## src/design/rgg_pkg.sv

```systemverilog
`timescale 1ns / 1ps
// ----------------------------------------------------------------------------
// rgg_pkg
// Shared constants and types for the rgb to gray converter with 3x3 smoothing.
// ----------------------------------------------------------------------------
package rgg_pkg;

    // frame geometry
    localparam int MAX_WIDTH = 2048;
    localparam int COL_W     = $clog2(MAX_WIDTH);
    localparam int ROW_W     = 16;
    localparam int PIX_W     = 8;

    // result field widths
    localparam int OUT_COL_W = 11;

    // configuration port
    localparam int CFG_IDX_W    = 2;
    localparam int CFG_DATA_W   = 16;
    localparam int WIDTH_CFG_W  = 12;
    localparam int HEIGHT_CFG_W = 16;

    localparam logic [CFG_IDX_W-1:0] CFG_IMAGE_WIDTH  = CFG_IDX_W'(0);
    localparam logic [CFG_IDX_W-1:0] CFG_IMAGE_HEIGHT = CFG_IDX_W'(1);

    localparam int WIDTH_RESET  = 640;
    localparam int HEIGHT_RESET = 480;

    // truncated Q16 luma weights
    localparam int LUMA_FRAC_W = 16;
    localparam int PROD_W      = LUMA_FRAC_W + PIX_W;
    localparam logic [LUMA_FRAC_W-1:0] WEIGHT_RED   = 16'd19595;
    localparam logic [LUMA_FRAC_W-1:0] WEIGHT_GREEN = 16'd38469;
    localparam logic [LUMA_FRAC_W-1:0] WEIGHT_BLUE  = 16'd7471;

    // queue between front and back
    localparam int Q_DEPTH = 4;
    localparam int Q_PTR_W = $clog2(Q_DEPTH);
    localparam int Q_CNT_W = $clog2(Q_DEPTH + 1);

    // result queue inside the back part
    localparam int OQ_DEPTH = 4;
    localparam int OQ_PTR_W = $clog2(OQ_DEPTH);
    localparam int OQ_CNT_W = $clog2(OQ_DEPTH + 1);

    // smoothing sum: kernel weights add up to 16
    localparam int BLUR_SUM_W = PIX_W + 4;

    // line store word: older row byte above newer row byte
    localparam int LS_W = 2 * PIX_W;

    // one classified pixel on its way from front to back
    typedef struct packed {
        logic [COL_W-1:0] col;
        logic [ROW_W-1:0] row;
        logic [PIX_W-1:0] gray;
        logic             interior;
        logic             border;
        logic             done;
    } rgg_item_t;

endpackage

```

## src/design/rgg_front.sv

```systemverilog
`timescale 1ns / 1ps
// ----------------------------------------------------------------------------
// rgg_front
// Accepts rgb words, tracks column and row, classifies each pixel and
// converts it to luma over two stages before handing it to the queue.
// ----------------------------------------------------------------------------
module rgg_front (
    input  logic                             aclk,
    input  logic                             aresetn,
    input  logic                             s_valid,
    output logic                             s_ready,
    input  logic [rgg_pkg::PIX_W-1:0]        s_red,
    input  logic [rgg_pkg::PIX_W-1:0]        s_green,
    input  logic [rgg_pkg::PIX_W-1:0]        s_blue,
    input  logic                             cfg_wr_en,
    input  logic [rgg_pkg::CFG_IDX_W-1:0]    cfg_index,
    input  logic [rgg_pkg::CFG_DATA_W-1:0]   cfg_wr_data,
    input  logic [rgg_pkg::Q_CNT_W-1:0]      q_fill,
    output logic                             q_push,
    output rgg_pkg::rgg_item_t               q_item
);

    logic                                s_accept;
    logic [rgg_pkg::Q_CNT_W:0]           q_occ;

    // frame geometry, kept as last column and last row
    logic [rgg_pkg::COL_W-1:0]           w_last_reg;
    logic [rgg_pkg::ROW_W-1:0]           h_last_reg;
    logic [rgg_pkg::COL_W-1:0]           w_last_next;
    logic [rgg_pkg::ROW_W-1:0]           h_last_next;
    logic [rgg_pkg::WIDTH_CFG_W-1:0]     w_cfg;
    logic [rgg_pkg::HEIGHT_CFG_W-1:0]    h_cfg;

    // raster position of the next pixel
    logic [rgg_pkg::COL_W-1:0]           col_reg;
    logic [rgg_pkg::ROW_W-1:0]           row_reg;

    // first stage: raw word and its class
    logic                                f1_valid_reg;
    logic [rgg_pkg::PIX_W-1:0]           f1_red_reg;
    logic [rgg_pkg::PIX_W-1:0]           f1_green_reg;
    logic [rgg_pkg::PIX_W-1:0]           f1_blue_reg;
    rgg_pkg::rgg_item_t                  f1_item_reg;

    // second stage: weighted components
    logic                                f2_valid_reg;
    logic [rgg_pkg::PROD_W-1:0]          f2_pr_reg;
    logic [rgg_pkg::PROD_W-1:0]          f2_pg_reg;
    logic [rgg_pkg::PROD_W-1:0]          f2_pb_reg;
    rgg_pkg::rgg_item_t                  f2_item_reg;

    logic [rgg_pkg::PROD_W:0]            luma_sum;
    logic                                is_last_col;
    logic                                is_last_row;

    // credit check: queue slots must cover every word still in flight
    assign q_occ    = (rgg_pkg::Q_CNT_W + 1)'(q_fill)
                    + (rgg_pkg::Q_CNT_W + 1)'(f1_valid_reg)
                    + (rgg_pkg::Q_CNT_W + 1)'(f2_valid_reg);
    assign s_ready  = q_occ < (rgg_pkg::Q_CNT_W + 1)'(rgg_pkg::Q_DEPTH);
    assign s_accept = s_valid && s_ready;

    // clamp the written geometry
    always_comb begin
        w_cfg = cfg_wr_data[rgg_pkg::WIDTH_CFG_W-1:0];
        h_cfg = cfg_wr_data[rgg_pkg::HEIGHT_CFG_W-1:0];
        if (w_cfg == '0) begin
            w_last_next = '0;
        end else if (int'(w_cfg) > rgg_pkg::MAX_WIDTH) begin
            w_last_next = rgg_pkg::COL_W'(rgg_pkg::MAX_WIDTH - 1);
        end else begin
            w_last_next = rgg_pkg::COL_W'(w_cfg - rgg_pkg::WIDTH_CFG_W'(1));
        end
        h_last_next = (h_cfg == '0) ? '0 : h_cfg - rgg_pkg::HEIGHT_CFG_W'(1);
    end

    assign is_last_col = (col_reg == w_last_reg);
    assign is_last_row = (row_reg == h_last_reg);

    // geometry registers and raster counters
    always_ff @(posedge aclk) begin
        if (!aresetn) begin
            w_last_reg <= rgg_pkg::COL_W'(rgg_pkg::WIDTH_RESET - 1);
            h_last_reg <= rgg_pkg::ROW_W'(rgg_pkg::HEIGHT_RESET - 1);
            col_reg    <= '0;
            row_reg    <= '0;
        end else if (cfg_wr_en) begin
            case (cfg_index)
                rgg_pkg::CFG_IMAGE_WIDTH: begin
                    w_last_reg <= w_last_next;
                    col_reg    <= '0;
                    row_reg    <= '0;
                end
                rgg_pkg::CFG_IMAGE_HEIGHT: begin
                    h_last_reg <= h_last_next;
                    col_reg    <= '0;
                    row_reg    <= '0;
                end
                default: begin
                end
            endcase
        end else if (s_accept) begin
            if (is_last_col) begin
                col_reg <= '0;
                row_reg <= is_last_row ? '0 : row_reg + rgg_pkg::ROW_W'(1);
            end else begin
                col_reg <= col_reg + rgg_pkg::COL_W'(1);
            end
        end
    end

    // stage valid flags
    always_ff @(posedge aclk) begin
        if (!aresetn) begin
            f1_valid_reg <= 1'b0;
            f2_valid_reg <= 1'b0;
        end else begin
            f1_valid_reg <= s_accept;
            f2_valid_reg <= f1_valid_reg;
        end
    end

    // capture and classify the accepted word
    always_ff @(posedge aclk) begin
        if (s_accept) begin
            f1_red_reg           <= s_red;
            f1_green_reg         <= s_green;
            f1_blue_reg          <= s_blue;
            f1_item_reg.col      <= col_reg;
            f1_item_reg.row      <= row_reg;
            f1_item_reg.gray     <= '0;
            f1_item_reg.interior <= (col_reg >= rgg_pkg::COL_W'(2))
                                 && (row_reg >= rgg_pkg::ROW_W'(2));
            f1_item_reg.border   <= (row_reg == '0) || is_last_row
                                 || (col_reg == '0) || is_last_col;
            f1_item_reg.done     <= is_last_col && is_last_row;
        end
    end

    // weight the components
    always_ff @(posedge aclk) begin
        if (f1_valid_reg) begin
            f2_pr_reg   <= rgg_pkg::PROD_W'(rgg_pkg::WEIGHT_RED * f1_red_reg);
            f2_pg_reg   <= rgg_pkg::PROD_W'(rgg_pkg::WEIGHT_GREEN * f1_green_reg);
            f2_pb_reg   <= rgg_pkg::PROD_W'(rgg_pkg::WEIGHT_BLUE * f1_blue_reg);
            f2_item_reg <= f1_item_reg;
        end
    end

    // add and drop the fraction
    assign luma_sum = (rgg_pkg::PROD_W + 1)'(f2_pr_reg)
                    + (rgg_pkg::PROD_W + 1)'(f2_pg_reg)
                    + (rgg_pkg::PROD_W + 1)'(f2_pb_reg);

    always_comb begin
        q_item      = f2_item_reg;
        q_item.gray = luma_sum[rgg_pkg::LUMA_FRAC_W +: rgg_pkg::PIX_W];
    end

    assign q_push = f2_valid_reg;

endmodule

```

## config.mk

```make
export PLATFORM = sky130hd
export DESIGN_NAME = rgg_front
export DESIGN_NICKNAME = d
export VERILOG_FILES = /design/src/design/rgg_pkg.sv /design/src/design/rgg_front.sv
export SDC_FILE = /design/constraint.sdc
export NUM_CORES = 1
export LEC_CHECK = 0
export ABC_AREA = 1
export BUFFER_PORTS_ARGS = -buffer_cell sky130_fd_sc_hd__buf_2
export CAP_MARGIN = 20
export CORE_MARGIN = 2
export CORE_UTILIZATION = 55
export CTS_BUF_LIST = sky130_fd_sc_hd__clkbuf_16
export DETAILED_ROUTE_END_ITERATION = 12
export GPL_TIMING_DRIVEN = 0
export HOLD_SLACK_MARGIN = 0.05
export PLACE_DENSITY = 0.73
export SYNTH_ARGS = -nofsm -noshare
export SYNTH_HDL_FRONTEND = slang
export SYNTH_SLANG_ARGS = --single-unit
```

## constraint.sdc

```tcl
create_clock -name aclk -period 6.2 [get_ports aclk]
set_clock_uncertainty 0.15 [all_clocks]
set_input_delay 0 -clock aclk [delete_from_list [all_inputs] [get_ports aclk]]
set_output_delay 0 -clock aclk [all_outputs]
set_load 0.01 [all_outputs]
```

; Yosys cells after proc, flatten, opt, wreduce, memory -nomap -nowiden
; Cells that the tools add are included.
[totals]
reg_bits = 208
latch_bits = 0
ram_bits = 0
romBits = 0
output_inout_bits = 40
wordCells = 71
n_memories = 0
[classes]
add_sub_neg = 8
multipliers = 3
div_mod_pow = 0
magnitude_cmp = 4
n_eq_ne = 4
shifts = 0
n_mux = 12
n_bitwise = 0
reduce_logical = 18
[op_table]
columns = cell, count
row1 = 16-bit 2-to-1 mux, 6
row2 = 11-bit 2-to-1 mux, 6
row3 = 16-bit logical NOT, 2
row4 = 23-bit by 24-bit adder with 24-bit output, 1
row5 = 24-bit by 21-bit adder with 24-bit output, 1
row6 = "16-bit by 8-bit multiplier with 24-bit output, first input constant", 1
row7 = "15-bit by 8-bit multiplier with 23-bit output, first input constant", 1
row8 = "13-bit by 8-bit multiplier with 21-bit output, first input constant", 1
row9 = "16-bit by 1-bit adder with 16-bit output, second input constant", 1
row10 = 16-bit == test, 1
row11 = "16-bit by 2-bit >= comparator with 1-bit output, second input constant", 1
row12 = "16-bit by 1-bit subtractor with 16-bit output, second input constant", 1
row13 = "12-bit > comparator, second input constant", 1
row14 = 12-bit logical NOT, 1
row15 = "11-bit by 1-bit adder with 11-bit output, second input constant", 1
row16 = 11-bit == test, 1
row17 = "11-bit by 2-bit >= comparator with 1-bit output, second input constant", 1
row18 = 11-bit logical NOT, 1
row19 = "11-bit by 1-bit subtractor with 11-bit output, second input constant", 1
row20 = 2-bit AND reduction, 3
row21 = 3-bit by 1-bit adder with 4-bit output, 1
row22 = 4-bit by 1-bit adder with 4-bit output, 1
row23 = "4-bit by 3-bit < comparator with 1-bit output, second input constant", 1
row24 = 2-bit nonzero test, 2
row25 = 7 further kinds, 11

; Longest topological paths before layout
[depth]
word_depth = 6
mapped_depth = 18
ltp_nobuf = 18

; Worst setup path after synthesis
; Ideal clock, no wire load.
[synth_timing]
kind = register to register
from = reg f1_blue_reg[5] (netlist name)
to = reg f2_pb_reg[20] (netlist name), data pin
setup_time_ns = 0.252
arrival_time_ns = 3.911
setup_slack_ns = 1.887
path_stages_with_launch = 18
n_path_buf = 0
synth_period_minus_slack_ns = 4.313
path_cell_list = edfxtp_1 fa_1 inv_1 fa_1 inv_1 fa_1 inv_1 fa_1 inv_1 ha_1 a21oi_1 o21ai_0 a21oi_1 o21ai_1 nand2_1 nand2_1 nand2_1 nand2_1
[synth_between]
elab_chain_cells = 1
[synth_lines]
columns = item, line_no
row1 = from (decl), rgg_front.sv:42  ; logic [rgg_pkg::PIX_W-1:0] f1_blue_reg;
row2 = from (signal assigned), rgg_front.sv:128  ; f1_blue_reg <= s_blue;
row3 = 13-bit by 8-bit multiplier with 21-bit output, rgg_front.sv:145  ; f2_pb_reg <= rgg_pkg::PROD_W'(rgg_pkg::WEIGHT_BLUE * f1_blue_reg);
row4 = to (signal assigned), rgg_front.sv:145
row5 = to (decl), rgg_front.sv:49  ; logic [rgg_pkg::PROD_W-1:0] f2_pb_reg;
; Every way passes these cells.
; A chain may end at the register's enable or synchronous reset.

; Worst setup path in the final report
; Ends and elaborated chain as after synthesis.

==> reports/results.tsv <==
metric	value	unit
vias_per_cell	5.21	
design.portCount	89	
synthesis.area_per_instance	8.93	um^2
max-vdd-ir-drop	0.221	mV
ctsLongestPathBuffers	3	
die_w	173	um
fill_cells	2271	
final_total_pwr	5210	uW
clkSlewWorstSetupHoldPaths	0.06	ns
critical_path.top_delay_family	adder cells	
tritoncts.num_buffers	24	
first_pass_grt_wire_length	59000	um
floorplan.core_area	27900	um^2
worst_pin_slew	0.666	ns
final_cells	2359	
drt-initial-drc-count	754	
synthFlopType	sky130_fd_sc_hd__edfxtp_1	
place_inst	2222	
setup_violations	0	
timing.final.crit_share	77.4	%
synth_enable_flop_cells	152	
crit_required	6.33	ns
drc	0	
crit_path_end_kind	flop	
setup-tns-final	0	ns
die_area	29800	um^2
critical_path.slowest_cell	sky130_fd_sc_hd__fa_1	
first_global_vias	12272	
synth_sequential_area_ratio	36.3	%
final_antenna_net_count	0	
tritoncts	built	
cell_chain_critical_path	fa_1 > inv_1 > fa_1 > inv_1 > fa_1 > inv_1 > fa_1 > inv_1 > ha_1 > a21oi_1 > o21ai_0 > a21oi_1 > o21ai_1 > nand2_1 > nand2_1 > nand2_1 > nand2_1	
mostFrequentLayoutCells	sky130_fd_sc_hd__nand2_1, sky130_fd_sc_hd__inv_1, sky130_fd_sc_hd__ha_1	
commonest_non_fill_non_tap_cell_in_the_layout	sky130_fd_sc_hd__nand2_1	
slowest_cell_delay_on_critical_path	0.61	ns
arrival	4.93	ns
postSynthNetCount	2095	
postSynth.asyncResetShare	0	%
min-delay-path-class	input port to flop	
initial_utilization	56.1	%
crit_path_max_fanout	6	
track_usage	24.1	%
pin_count_of_the_biggest_net_entering_global_routing	70	
placement_rows	61	
h-tree-depth	1	
p_per_area	283	nW/um^2
die_height	173	um
clock_latency	0.52	ns
grt_setup_unrepaired	no	
cp_num_buf_inv	4	
ys_seq_elements	208	
antenna_cells	0	
vias	12284	
grt_antenna_before_repair	0	
max-slew-margin-rel	55.5	%
hold_viol	0	
gr-total-overflow	0	
timing.setup.critical_path_class	flop to flop	
synthesis.area	15700	um^2
fin_crit	4.80	ns
drive_above_1_share	7.98	%
synth.yosys.warnings	0	
final_max_slew_viol_count	0	
leakage	0.00889	uW
synthToLayoutAreaGrowth	17.7	%
clock-sinks	208	
nNetsFinal	2304	
drt-total-wl	35200	um
run_status	completed	
first_pass_iters	6	
place.port_buffers	88	
start_kind	flop	
routability_cong	0.907	
clk_root_buffer_cell	sky130_fd_sc_hd__clkbuf_16	
synth_cells	1754	
fmax	208	MHz
detail_route.wl_per_cell	14.9	um
max_cap_violations	0	
ys_types	46	
hpwl	27000	um
[cell type report]
| type | instances | area [um^2] | area share [%] |
|---|---|---|---|
| clock inverter | 20 | 279 | 1.51 |
| clock buffer | 24 | 601 | 3.26 |
| multi-input combinational | 1241 | 8810 | 47.8 |
| sequential | 208 | 5690 | 30.9 |
| inverter | 295 | 1110 | 6.01 |
| buffer | 10 | 61.3 | 0.333 |
| timing repair buffer | 183 | 1420 | 7.70 |
| tap | 378 | 473 | 2.57 |
[path summary, 6_finish.rpt]
check                  start               to  slack (ns)  depth (start not counted)
min reg2reg  f1_item_reg[22]       q_item[22]        0.26                          0
max           f1_blue_reg[5]    f2_pb_reg[20]        1.40                         17
min               s_green[0]  f1_green_reg[0]        0.07                          2
max reg2reg   f1_blue_reg[5]    f2_pb_reg[20]        1.40                         17
[cell usage after synthesis (all sizes together), types with 5 or more instances]
cell / count / share of area (%)
fa: 82 / 10
or2: 5 / 0.20
nor3: 33 / 1.1
a31oi: 8 / 0.32
clkbuf: 7 / 0.18
edfxtp: 152 / 29
o21bai: 6 / 0.29
xnor2: 16 / 0.89
xor2: 45 / 2.5
nand2: 397 / 9.6
nand3: 83 / 2.8
a21oi: 92 / 3.0
a21o: 21 / 1.0
ha: 210 / 17
nand4: 22 / 0.88
o21ai: 54 / 1.7
dfxtp: 56 / 7.2
inv: 295 / 7.1
nor2: 143 / 3.5
[per-stage QoR]
stage          area [um^2]  util [%]  worst slack [ns]  hold slack, ns
6_report             18400      66.0              1.40          0.0655
3_5_place_dp         16600      59.5              1.40          0.0285
4_1_cts              18400      66.0              1.40          0.0655
5_1_grt              18400      66.0              1.10          0.0781
3_3_place_gp         16600      59.3             0.840          0.0262
2_1_floorplan        15700         -              1.89          -0.106
[metal layers]
metal / track usage [%] / wire length [um] / up-vias
met1: 32.0 / 15800 / 5752
met4: 5.93 / 718 / 0
met2: 42.5 / 17100 / 286
met5: 0 / 0 / -
li1: - / - / 6189
met3: 2.37 / 1530 / 57
[power breakdown]
group / total, uW / switching, uW / internal (uW)
sequential: 1710 / 65.8 / 1640
combinational: 1960 / 1200 / 761
clock: 1540 / 580 / 964
total: 5210 / 1840 / 3370
[logic make-up (layout without fill, tap and decap cells)]
family                     Yosys count  in the layout  synth area share [%]
and+or+nand+nor                    694            694                  18.6
buffers and inverters              305            532                  7.46
adders and majority gates          292            292                  27.3
DFF                                208            208                  36.3
AOI/OAI and AO/OA                  194            194                  7.01
xor gates and xnor gates            61             61                  3.41
[what timing repair did]
| item | in CTS | in global routing |
|---|---|---|
| setup endpoints to repair | 0 | 0 |
| buffers inserted | 0 | 0 |
| endpoints found under the hold margin | 87 | 0 |
| hold buffers | 93 | 0 |
| gates resized for setup | 0 | 0 |
[worst reg2reg max path: stages, from the launching register on]
cell                       delay, ns
sky130_fd_sc_hd__edfxtp_1       0.52
sky130_fd_sc_hd__fa_1           0.62
sky130_fd_sc_hd__inv_1          0.09
sky130_fd_sc_hd__fa_1           0.54
sky130_fd_sc_hd__inv_1          0.05
sky130_fd_sc_hd__fa_1           0.51
sky130_fd_sc_hd__inv_1          0.06
sky130_fd_sc_hd__fa_1           0.54
sky130_fd_sc_hd__inv_1          0.05
sky130_fd_sc_hd__ha_1           0.34
sky130_fd_sc_hd__a21oi_1        0.21
sky130_fd_sc_hd__o21ai_0        0.14
sky130_fd_sc_hd__a21oi_1        0.28
sky130_fd_sc_hd__o21ai_1        0.17
sky130_fd_sc_hd__nand2_1        0.13
sky130_fd_sc_hd__nand2_1        0.06
sky130_fd_sc_hd__nand2_1        0.06
sky130_fd_sc_hd__nand2_1        0.04
(Power assumes the default switching activity.)
