`config.mk`:
```
export PLATFORM = sky130hd
export DESIGN_NAME = rgg_queue
export DESIGN_NICKNAME = d
export VERILOG_FILES = /design/src/design/rgg_pkg.sv /design/src/design/rgg_queue.sv
export SDC_FILE = /design/constraint.sdc
export NUM_CORES = 1
export LEC_CHECK = 0
export ABC_CLOCK_PERIOD_IN_PS = 2400
export BUFFER_PORTS_ARGS = -buffer_cell sky130_fd_sc_hd__buf_2
export CAP_MARGIN = 20
export CORE_MARGIN = 1.5
export CORE_UTILIZATION = 50
export CTS_CLUSTER_SIZE = 40
export DETAILED_ROUTE_END_ITERATION = 8
export HOLD_SLACK_MARGIN = 0.1
export PLACE_DENSITY_LB_ADDON = 0.12
export SYNTH_ARGS = -nofsm -noshare
export SYNTH_HDL_FRONTEND = slang
export SYNTH_SLANG_ARGS = --single-unit
```
`constraint.sdc`:
```
create_clock -name aclk -period 2.4 [get_ports aclk]
set_input_delay 0.24 -clock aclk [delete_from_list [all_inputs] [get_ports aclk]]
set_output_delay 0.24 -clock aclk [all_outputs]
set_load 0.01 [all_outputs]
```
`src/design/rgg_pkg.sv`:
```
`timescale 1ns / 1ps
// ----------------------------------------------------------------------------
// rgg_pkg
// Shared constants and types for the rgb to gray converter with 3x3 smoothing.
// ----------------------------------------------------------------------------
package rgg_pkg;

    // frame geometry
    localparam int MAX_WIDTH = 2048;
    localparam int COL_W     = $clog2(MAX_WIDTH);
    localparam int ROW_W     = 16;
    localparam int PIX_W     = 8;

    // result field widths
    localparam int OUT_COL_W = 11;

    // configuration port
    localparam int CFG_IDX_W    = 2;
    localparam int CFG_DATA_W   = 16;
    localparam int WIDTH_CFG_W  = 12;
    localparam int HEIGHT_CFG_W = 16;

    localparam logic [CFG_IDX_W-1:0] CFG_IMAGE_WIDTH  = CFG_IDX_W'(0);
    localparam logic [CFG_IDX_W-1:0] CFG_IMAGE_HEIGHT = CFG_IDX_W'(1);

    localparam int WIDTH_RESET  = 640;
    localparam int HEIGHT_RESET = 480;

    // truncated Q16 luma weights
    localparam int LUMA_FRAC_W = 16;
    localparam int PROD_W      = LUMA_FRAC_W + PIX_W;
    localparam logic [LUMA_FRAC_W-1:0] WEIGHT_RED   = 16'd19595;
    localparam logic [LUMA_FRAC_W-1:0] WEIGHT_GREEN = 16'd38469;
    localparam logic [LUMA_FRAC_W-1:0] WEIGHT_BLUE  = 16'd7471;

    // queue between front and back
    localparam int Q_DEPTH = 4;
    localparam int Q_PTR_W = $clog2(Q_DEPTH);
    localparam int Q_CNT_W = $clog2(Q_DEPTH + 1);

    // result queue inside the back part
    localparam int OQ_DEPTH = 4;
    localparam int OQ_PTR_W = $clog2(OQ_DEPTH);
    localparam int OQ_CNT_W = $clog2(OQ_DEPTH + 1);

    // smoothing sum: kernel weights add up to 16
    localparam int BLUR_SUM_W = PIX_W + 4;

    // line store word: older row byte above newer row byte
    localparam int LS_W = 2 * PIX_W;

    // one classified pixel on its way from front to back
    typedef struct packed {
        logic [COL_W-1:0] col;
        logic [ROW_W-1:0] row;
        logic [PIX_W-1:0] gray;
        logic             interior;
        logic             border;
        logic             done;
    } rgg_item_t;

endpackage

```
`src/design/rgg_queue.sv`:
```
`timescale 1ns / 1ps
// ----------------------------------------------------------------------------
// rgg_queue
// Short first-in first-out queue of classified pixels between front and back.
// ----------------------------------------------------------------------------
module rgg_queue (
    input  logic                       aclk,
    input  logic                       aresetn,
    input  logic                       push,
    input  rgg_pkg::rgg_item_t         push_item,
    input  logic                       pop,
    output logic                       not_empty,
    output rgg_pkg::rgg_item_t         head_item,
    output logic [rgg_pkg::Q_CNT_W-1:0] fill
);

    rgg_pkg::rgg_item_t               slot_reg [rgg_pkg::Q_DEPTH];
    logic [rgg_pkg::Q_PTR_W-1:0]      wptr_reg;
    logic [rgg_pkg::Q_PTR_W-1:0]      rptr_reg;
    logic [rgg_pkg::Q_CNT_W-1:0]      count_reg;
    logic [rgg_pkg::Q_PTR_W-1:0]      wptr_next;
    logic [rgg_pkg::Q_PTR_W-1:0]      rptr_next;
    logic [rgg_pkg::Q_CNT_W-1:0]      count_next;

    // pointer and fill bookkeeping
    always_comb begin
        wptr_next  = wptr_reg;
        rptr_next  = rptr_reg;
        count_next = count_reg;
        if (push) begin
            wptr_next = (wptr_reg == rgg_pkg::Q_PTR_W'(rgg_pkg::Q_DEPTH - 1)) ?
                        '0 : wptr_reg + rgg_pkg::Q_PTR_W'(1);
        end
        if (pop) begin
            rptr_next = (rptr_reg == rgg_pkg::Q_PTR_W'(rgg_pkg::Q_DEPTH - 1)) ?
                        '0 : rptr_reg + rgg_pkg::Q_PTR_W'(1);
        end
        if (push && !pop) begin
            count_next = count_reg + rgg_pkg::Q_CNT_W'(1);
        end else if (pop && !push) begin
            count_next = count_reg - rgg_pkg::Q_CNT_W'(1);
        end
    end

    always_ff @(posedge aclk) begin
        if (!aresetn) begin
            wptr_reg  <= '0;
            rptr_reg  <= '0;
            count_reg <= '0;
        end else begin
            wptr_reg  <= wptr_next;
            rptr_reg  <= rptr_next;
            count_reg <= count_next;
        end
    end

    // storage, no reset needed
    always_ff @(posedge aclk) begin
        if (push) begin
            slot_reg[wptr_reg] <= push_item;
        end
    end

    assign not_empty = (count_reg != '0);
    assign head_item = slot_reg[rptr_reg];
    assign fill      = count_reg;

    // front must never push into a full queue
    assert property (@(posedge aclk) disable iff (!aresetn)
        push && !pop |-> count_reg < rgg_pkg::Q_CNT_W'(rgg_pkg::Q_DEPTH))
        else $error("rgg_queue: push into full queue");

endmodule

```
**Word level (Yosys, flattened, before mapping)**

Memories as Yosys holds them, arrays and structs flattened. A register that Yosys moved wholly into a read port is not among the register bits.
Cells that the tools add are included.
W data, S select, Z words.

- Register bits after elaboration: 7
- Bits in latches: 0
- Memory bits (writable): 152
- Memory bits (read-only): 0
- Bits of input ports: 42
- Output and inout port bits: 42
- Logic and storage cells: 24
- Memories kept: 1

Memory list:

| name | words | bits a word | read ports | clocked after memory_dff | wr ports | line | text |
|---|---|---|---|---|---|---|---|
| slot_reg | 4 | 38 | 1 | 1 | 1 | rgg_queue.sv:17 | `rgg_pkg::rgg_item_t slot_reg [rgg_pkg::Q_DEPTH];` |

- Add/sub/neg operators: 4
- Multiply operators: 0
- Div/mod/pow operators: 0
- Order comparisons: 0
- Eq/ne operators: 2
- Shift-type cells: 0
- Muxes and demuxes: 8
- Bitwise operators: 0
- Reduce and logical (&&, ||, !) cells: 6

Operators by type and width:

| operator | number |
|---|---|
| $mux W2 | 4 |
| $mux W3 | 2 |
| $add A2 B1 Y2 const B | 2 |
| $eq A2 B2 Y1 const B | 2 |
| $add A3 B1 Y3 const B | 1 |
| $reduce_bool A3 Y1 | 1 |
| $sub A3 B1 Y3 const B | 1 |
| $logic_and A1 B1 Y1 | 2 |
| $logic_not A1 Y1 | 2 |
| $mux W1 | 2 |
| $reduce_bool A2 Y1 | 1 |

**Longest topological paths before layout**

Gate-level depths: netlist (run 1).

- Word-level depth: 4
- Depth in mapped cells: 7

**Worst setup path after synthesis (run 1)**

No wires, ideal clock.

- Kind: register -> register
- Start point: register wptr_reg[0] (netlist name)
- End point: memory slot_reg[3][0] (netlist name) (enable)
- Setup time: 399 ps
- Data arrival time: 1474 ps
- Required time: 2001 ps
- Path slack: 527 ps
- Stages on the path, launching flop included: 3
- Clock period less this slack: 1873 ps
- Cells stage by stage: dfxtp_1 ha_1 and2_1

RTL lines:

| item | line | text |
|---|---|---|
| from (decl) | rgg_queue.sv:18 | `logic [rgg_pkg::Q_PTR_W-1:0] wptr_reg;` |
| from (signal assigned) | rgg_queue.sv:51 | `wptr_reg <= wptr_next;` |
| to (decl) | rgg_queue.sv:17 |  |

Straight into the memory's write port.

==> impl_metrics.json, run 1 <==
{
  "result_of_the_run": "finished with violations",
  "violations_in_the_final_reports": "DRC",
  "final_hold_viols": 0,
  "grt_antenna_before_repair": 0,
  "slew-limit-headroom_pct": 66.6,
  "power_density_nw_per_um2": 870,
  "grt_pass1_vias": 3019,
  "cts_sinks": 161,
  "critPathArrivalTime_ps": 1860,
  "synth_sequential_area_ratio_pct": 79.7,
  "syn_to_final_growth_pct": 27.7,
  "pin_count_of_the_biggest_net_entering_global_routing": 35,
  "timing_max_transition_violations_final": 0,
  "design.portCount": 84,
  "rsz0062_at_grt": "no",
  "dp_slack_ps": 664,
  "clk-insertion-delay-late_ps": 420,
  "ys_types": 22,
  "skew_ps": 5.07,
  "cp-end-kind": "output port",
  "num_antenna_cells": 0,
  "clk_pin_slew_ps": 60,
  "detail_route.vias_per_cell": 5.21,
  "final.setup.worst_slack_ps": 296,
  "synth_area_um2": 5950,
  "dp_hpwl_um": 6010,
  "crit_path_top_delay_cell": "sky130_fd_sc_hd__mux4_2",
  "drc": 9,
  "routed_wire_length_per_instance_um": 18.5,
  "setup.worst_path.start_class": "flop",
  "crit_type": "flop to output port",
  "timing.hold.ws_ps": 117,
  "number_of_gates_resized_after_cts": 0,
  "rows": 39,
  "layout.nets": 434,
  "final_layout_size_suffix_gt1_share_pct": 42.7,
  "clock.fmax_mhz": 475,
  "final_count_of_negative_setup_slack_endpoints": 0,
  "postSynthRegisterBits": 161,
  "grt_first_pass_wirelength_um": 15900,
  "cts_inserted_buffers": 17,
  "tightestPinTransition_ps": 502,
  "period_share_pct": 87.7,
  "maxcap_violations": 0,
  "critical_path.cell_chain": "buf_4 -> mux4_2 -> buf_2",
  "fp.dieH_um": 112,
  "grt_util_all_layers_pct": 17.7,
  "die_w_um": 112,
  "syn-instance-count": 241,
  "leakagePower_nw": 2.67,
  "number_of_flip_flops_in_the_largest_register": 152,
  "tritoncts_clock_tree": "done",
  "port_buffers": 83,
  "crit_path_max_fanout": 22,
  "ctsHtreeMaxLevel": 4,
  "total_negative_slack_for_setup_checks_ps": 0,
  "mappedNetlistNets": 290,
  "core_area_um2": 11500,
  "ant_nets": 0,
  "crit_required_ps": 2160,
  "synth-warning-count": 0,
  "detailroute.via_count": 2817,
  "cts_max_path_buffers": 2,
  "first_iter_violations": 163,
  "drt_pass1_iterations": 6,
  "die_area_um2": 12600,
  "final_period_minus_worst_setup_slack_ps": 2100,
  "post_synth.cell_area_avg_um2": 24.7,
  "initial_util_pct": 51.7,
  "postRouteWirelength_um": 9990,
  "gp_routability_congestion": 0.691,
  "power_mw": 6.61,
  "global_route.overflow_total": 0,
  "clockRootBuffer": "sky130_fd_sc_hd__clkbuf_16",
  "hold_class": "input pin to flop",
  "critical_path.max_stage_delay_ps": 580,
  "vdd_ir_drop_max_uv": 573
}
-- cells in the mapped netlist --
cell type / count / area [µm²]
sky130_fd_sc_hd__a21boi_0: 1 / 7.51
sky130_fd_sc_hd__and2_1: 5 / 31.3
sky130_fd_sc_hd__buf_12: 2 / 40.0
sky130_fd_sc_hd__buf_2: 3 / 15.0
sky130_fd_sc_hd__buf_4: 1 / 7.51
sky130_fd_sc_hd__buf_6: 1 / 11.3
sky130_fd_sc_hd__clkbuf_1: 1 / 3.75
sky130_fd_sc_hd__dfxtp_1: 9 / 180
sky130_fd_sc_hd__edfxtp_1: 152 / 4560
sky130_fd_sc_hd__fa_1: 1 / 20.0
sky130_fd_sc_hd__ha_1: 6 / 75.1
sky130_fd_sc_hd__inv_1: 4 / 15.0
sky130_fd_sc_hd__mux2i_1: 4 / 40.0
sky130_fd_sc_hd__mux4_2: 38 / 856
sky130_fd_sc_hd__nor2_1: 1 / 3.75
sky130_fd_sc_hd__nor2b_1: 5 / 31.3
sky130_fd_sc_hd__nor3_1: 1 / 5.00
sky130_fd_sc_hd__o21a_1: 1 / 7.51
sky130_fd_sc_hd__o21ai_0: 1 / 5.00
sky130_fd_sc_hd__or3_1: 2 / 12.5
sky130_fd_sc_hd__xnor2_1: 1 / 8.76
sky130_fd_sc_hd__xor2_1: 1 / 8.76
-- metrics by stage --
step                      cells  area (µm²)  utilization [%]
final                       541        7600             66.0
after global routing        541        7600             66.0
after CTS                   541        7600             66.0
after detailed placement    471        6600             57.3
after global placement      471        6600             57.3
after floorplan             241        5950                -
-- metal layers --
layer / up-vias / GRT usage (%) / wire length (µm)
li1: 1305 / - / -
met1: 1410 / 22.1 / 4400
met2: 87 / 28.4 / 4870
met3: 15 / 5.29 / 536
met4: 0 / 9.11 / 188
met5: - / 0 / 0
-- timing repair --
| action | CTS | global route |
|---|---|---|
| setup buffers | 0 | 0 |
| hold buffers | 38 | 0 |
| endpoints found under the setup margin | 0 | 0 |
| endpoints found under the hold margin | 152 | 0 |
-- worst paths after layout --
check | slack [ps] | startpoint | depth (start not counted) | endpoint
worst max-delay path | 300 | flop | 3 | head_item[18]
worst min-delay path | 120 | aresetn | 2 | fill[0]
worst max register to register | 780 | wptr_reg[0] | 3 | slot_reg[3][25]
worst min register to register | 510 | fill[2] | 2 | fill[2]
-- worst max-delay path, delay by kind of cell, from the launching register on --
| kind | cells | cell delay (ps) |
|---|---|---|
| mux | 1 | 580 |
| buf+inv | 2 | 550 |
| flops | 1 | 320 |
-- final cells by class --
cell class,instances,area (µm²)
multi-input cells,68,1120
clock buffers,17,425
flip-flops and latches,161,4750
clock inverters,15,193
well taps,143,179
fillers,789,3920
inverters,4,15.0
repair buffers,133,923
-- where the power goes --
group | leakage (nW) | total, mW | switching, mW | internal (mW)
registers | 1.47 | 3.26 | 0.0474 | 3.21
clock network | 0.296 | 2.76 | 1.03 | 1.73
logic | 0.906 | 0.589 | 0.286 | 0.303
-- cells by family after synthesis --
logic type,Yosys count,synth area share [%]
flip-flops,161,79.7
adder cells (fa/ha/maj),7,1.60
AO/OA/AOI/OAI,3,0.337
multiplexers,42,15.1
AND/OR/NAND/NOR,14,1.41
XOR/XNOR,2,0.294
buffers and inverters,12,1.56
-- placed cells by master, fill, tap and decap left out, types with 2 or more instances in the layout --
cell type,Yosys,layout
sky130_fd_sc_hd__and2_2,0,4
sky130_fd_sc_hd__buf_12,2,3
sky130_fd_sc_hd__buf_2,3,83
sky130_fd_sc_hd__buf_4,1,9
sky130_fd_sc_hd__bufinv_16,0,4
sky130_fd_sc_hd__clkbuf_16,0,17
sky130_fd_sc_hd__clkinv_2,0,4
sky130_fd_sc_hd__clkinv_4,0,3
sky130_fd_sc_hd__clkinvlp_4,0,3
sky130_fd_sc_hd__dfxtp_1,9,7
sky130_fd_sc_hd__dfxtp_2,0,2
sky130_fd_sc_hd__dlygate4sd3_1,0,38
sky130_fd_sc_hd__edfxtp_1,152,152
sky130_fd_sc_hd__ha_1,6,6
sky130_fd_sc_hd__inv_1,4,4
sky130_fd_sc_hd__mux2i_1,4,4
sky130_fd_sc_hd__mux4_2,38,38
sky130_fd_sc_hd__nor2b_1,5,5
sky130_fd_sc_hd__or3_1,2,2
Note: power is estimated with default switching activity, not from simulation.
==> run 2, diff against run 1 <==
--- a/config.mk
+++ b/config.mk
@@ -5,7 +5,7 @@
 export SDC_FILE = /design/constraint.sdc
 export NUM_CORES = 1
 export LEC_CHECK = 0
-export ABC_CLOCK_PERIOD_IN_PS = 2400
+export ABC_CLOCK_PERIOD_IN_PS = 2000
 export BUFFER_PORTS_ARGS = -buffer_cell sky130_fd_sc_hd__buf_2
 export CAP_MARGIN = 20
 export CORE_MARGIN = 1.5
==> constraint.sdc (replaced) <==
create_clock -name aclk -period 2 [get_ports aclk]
set_input_delay 0.2 -clock aclk [delete_from_list [all_inputs] [get_ports aclk]]
set_output_delay 0.2 -clock aclk [all_outputs]
set_load 0.01 [all_outputs]
==> impl_metrics.json, run 2 (synthesis results as in run 1) <==
{
  "result_of_the_run": "finished with violations",
  "violations_in_the_final_reports": "DRC",
  "grt_first_pass_wirelength_um": 15600,
  "clk_pin_slew_ps": 60,
  "grt_util_all_layers_pct": 17.2,
  "critPathArrivalTime_ps": 1710,
  "clk-insertion-delay-late_ps": 410,
  "sw_frac_of_total_pct": 20.5,
  "leakagePower_nw": 2.68,
  "power_density_nw_per_um2": 1040,
  "detail_route.vias_per_cell": 5.21,
  "regToRegEndpoint": "slot_reg[0][8]",
  "worst_r2r_startpoint": "wptr_reg[0]",
  "tightestPinTransition_ps": 1020,
  "ant_nets": 0,
  "clock.fmax_mhz": 523,
  "cts_inserted_buffers": 17,
  "timing_max_transition_violations_final": 0,
  "layout_common_cells": "sky130_fd_sc_hd__edfxtp_1, sky130_fd_sc_hd__buf_2, sky130_fd_sc_hd__dlygate4sd3_1, sky130_fd_sc_hd__mux4_2, sky130_fd_sc_hd__clkbuf_16",
  "initial_util_pct": 51.7,
  "grt_pass1_vias": 3005,
  "gp_routability_congestion": 0.672,
  "reg2reg_setup_slack_ps": 180,
  "first_iter_violations": 164,
  "rows": 39,
  "power_mw": 7.95,
  "hold_class": "input pin to flop",
  "number_of_flip_flops_in_the_largest_register": 152,
  "final_layout_size_suffix_gt1_share_pct": 41.9,
  "core_area_um2": 11500,
  "p_comb_share_pct": 9.0,
  "fp.dieH_um": 112,
  "pin_count_of_the_biggest_net_entering_global_routing": 39,
  "timing_endpoint_of_the_critical_path": "head_item[14]",
  "skew_ps": 8.37,
  "timing.hold.ws_ps": 160,
  "tritoncts_clock_tree": "done",
  "layout.area.seq_um2": 4750,
  "final_hold_viols": 0,
  "design.portCount": 84,
  "final_count_of_negative_setup_slack_endpoints": 0,
  "cts_sinks": 161,
  "fillerInstances": 799,
  "drt_pass1_iterations": 6,
  "multiInputGateArea_um2": 1120,
  "routed_wire_length_per_instance_um": 18.2,
  "layout.nets": 432,
  "rsz0062_at_grt": "no",
  "critical_path.max_stage_delay_ps": 520,
  "seq_power_share_pct": 49.2,
  "crit_type": "flop to output port",
  "slew-limit-headroom_pct": 32.3,
  "postRouteWirelength_um": 9790,
  "total_switching_power_mw": 1.63,
  "grt_antenna_before_repair": 0,
  "critical_path.cell_chain": "buf_12 -> mux4_2 -> buf_2",
  "die_area_um2": 12600,
  "ctsHtreeMaxLevel": 4,
  "global_route.overflow_total": 0,
  "placedInstanceArea_um2": 6620,
  "vdd_ir_drop_max_uv": 516,
  "die_w_um": 112,
  "final_period_minus_worst_setup_slack_ps": 1910,
  "num_antenna_cells": 0,
  "crit_path_max_fanout": 14,
  "r2r_cells": 3,
  "setup.worst_path.start_class": "flop",
  "clockRootBuffer": "sky130_fd_sc_hd__clkbuf_16",
  "p_int_mw": 6.32,
  "port_buffers": 83,
  "total_negative_slack_for_setup_checks_ps": 0,
  "cp-end-kind": "output port",
  "crit_path_top_delay_cell": "sky130_fd_sc_hd__mux4_2",
  "dp_hpwl_um": 5610,
  "period_share_pct": 95.6,
  "cts_max_path_buffers": 2,
  "crit_required_ps": 1800,
  "syn_to_final_growth_pct": 28.3,
  "detailroute.via_count": 2808,
  "final_core_utilization_pct": 66.3,
  "maxcap_violations": 0,
  "drc": 4,
  "most_common_library_cell_in_the_layout_ignoring_fill_and_taps": "sky130_fd_sc_hd__edfxtp_1",
  "clock_power_share_pct": 41.8,
  "final_area_um2": 7630
}
[run 2: how the worst min path moves through the flow]
stage,slack (ps),startpoint,to,cells past startpoint
after global routing,160,push,wptr_reg[0],3
after floorplan,300,push_item[0],slot_reg[0][0],0
final,160,pop,flop,3
after detailed placement,420,push_item[37],slot_reg[1][37],1
after CTS,160,pop,flop,3
after global placement,410,push_item[16],slot_reg[1][16],1
[run 2: worst max-delay path, delay by kind of cell (launching register included)]
family	cells	cell delay [ps]
buffers and inverters	2	350
DFF	1	430
muxes	1	520
[run 2: layout make-up]
cell class,instances,share of cell area (%)
multi-input cells,68,14.6
flip-flops and latches,161,62.2
repair buffers,131,12.5
clock inverters,14,2.48
well taps,143,2.34
clock buffers,18,5.62
inverters,4,0.197
[run 2: stage by stage]
step / std cells / setup WS, ps
floorplan: 241 / 127
global placement: 468 / 177
detailed placement: 468 / 158
CTS: 539 / 29.9
global route: 539 / 0.819
finish: 539 / 87.9
[run 2: what timing repair did]
item                       in CTS  in global routing
gates resized for setup         1                  1
hold endpoints to repair      158                  0
setup endpoints to repair      24                  4
hold buffers                   39                  0
setup buffers                   0                  0
[run 2: power groups by stage]
stage	sequential, mW	clock [mW]	combinational (mW)
global placement	3.98	0	0.661
floorplan	3.97	0	0.397
finish	3.91	3.32	0.714
detailed placement	3.99	0	0.667
global route	3.93	3.55	0.776
CTS	3.92	3.38	0.729
[run 2: layer usage]
| layer | wire length, µm | global-route usage, % |
|---|---|---|
| met4 | 106 | 6.92 |
| met5 | 0 | 0 |
| met3 | 398 | 5.02 |
| met1 | 4300 | 22.0 |
| met2 | 4980 | 28.2 |
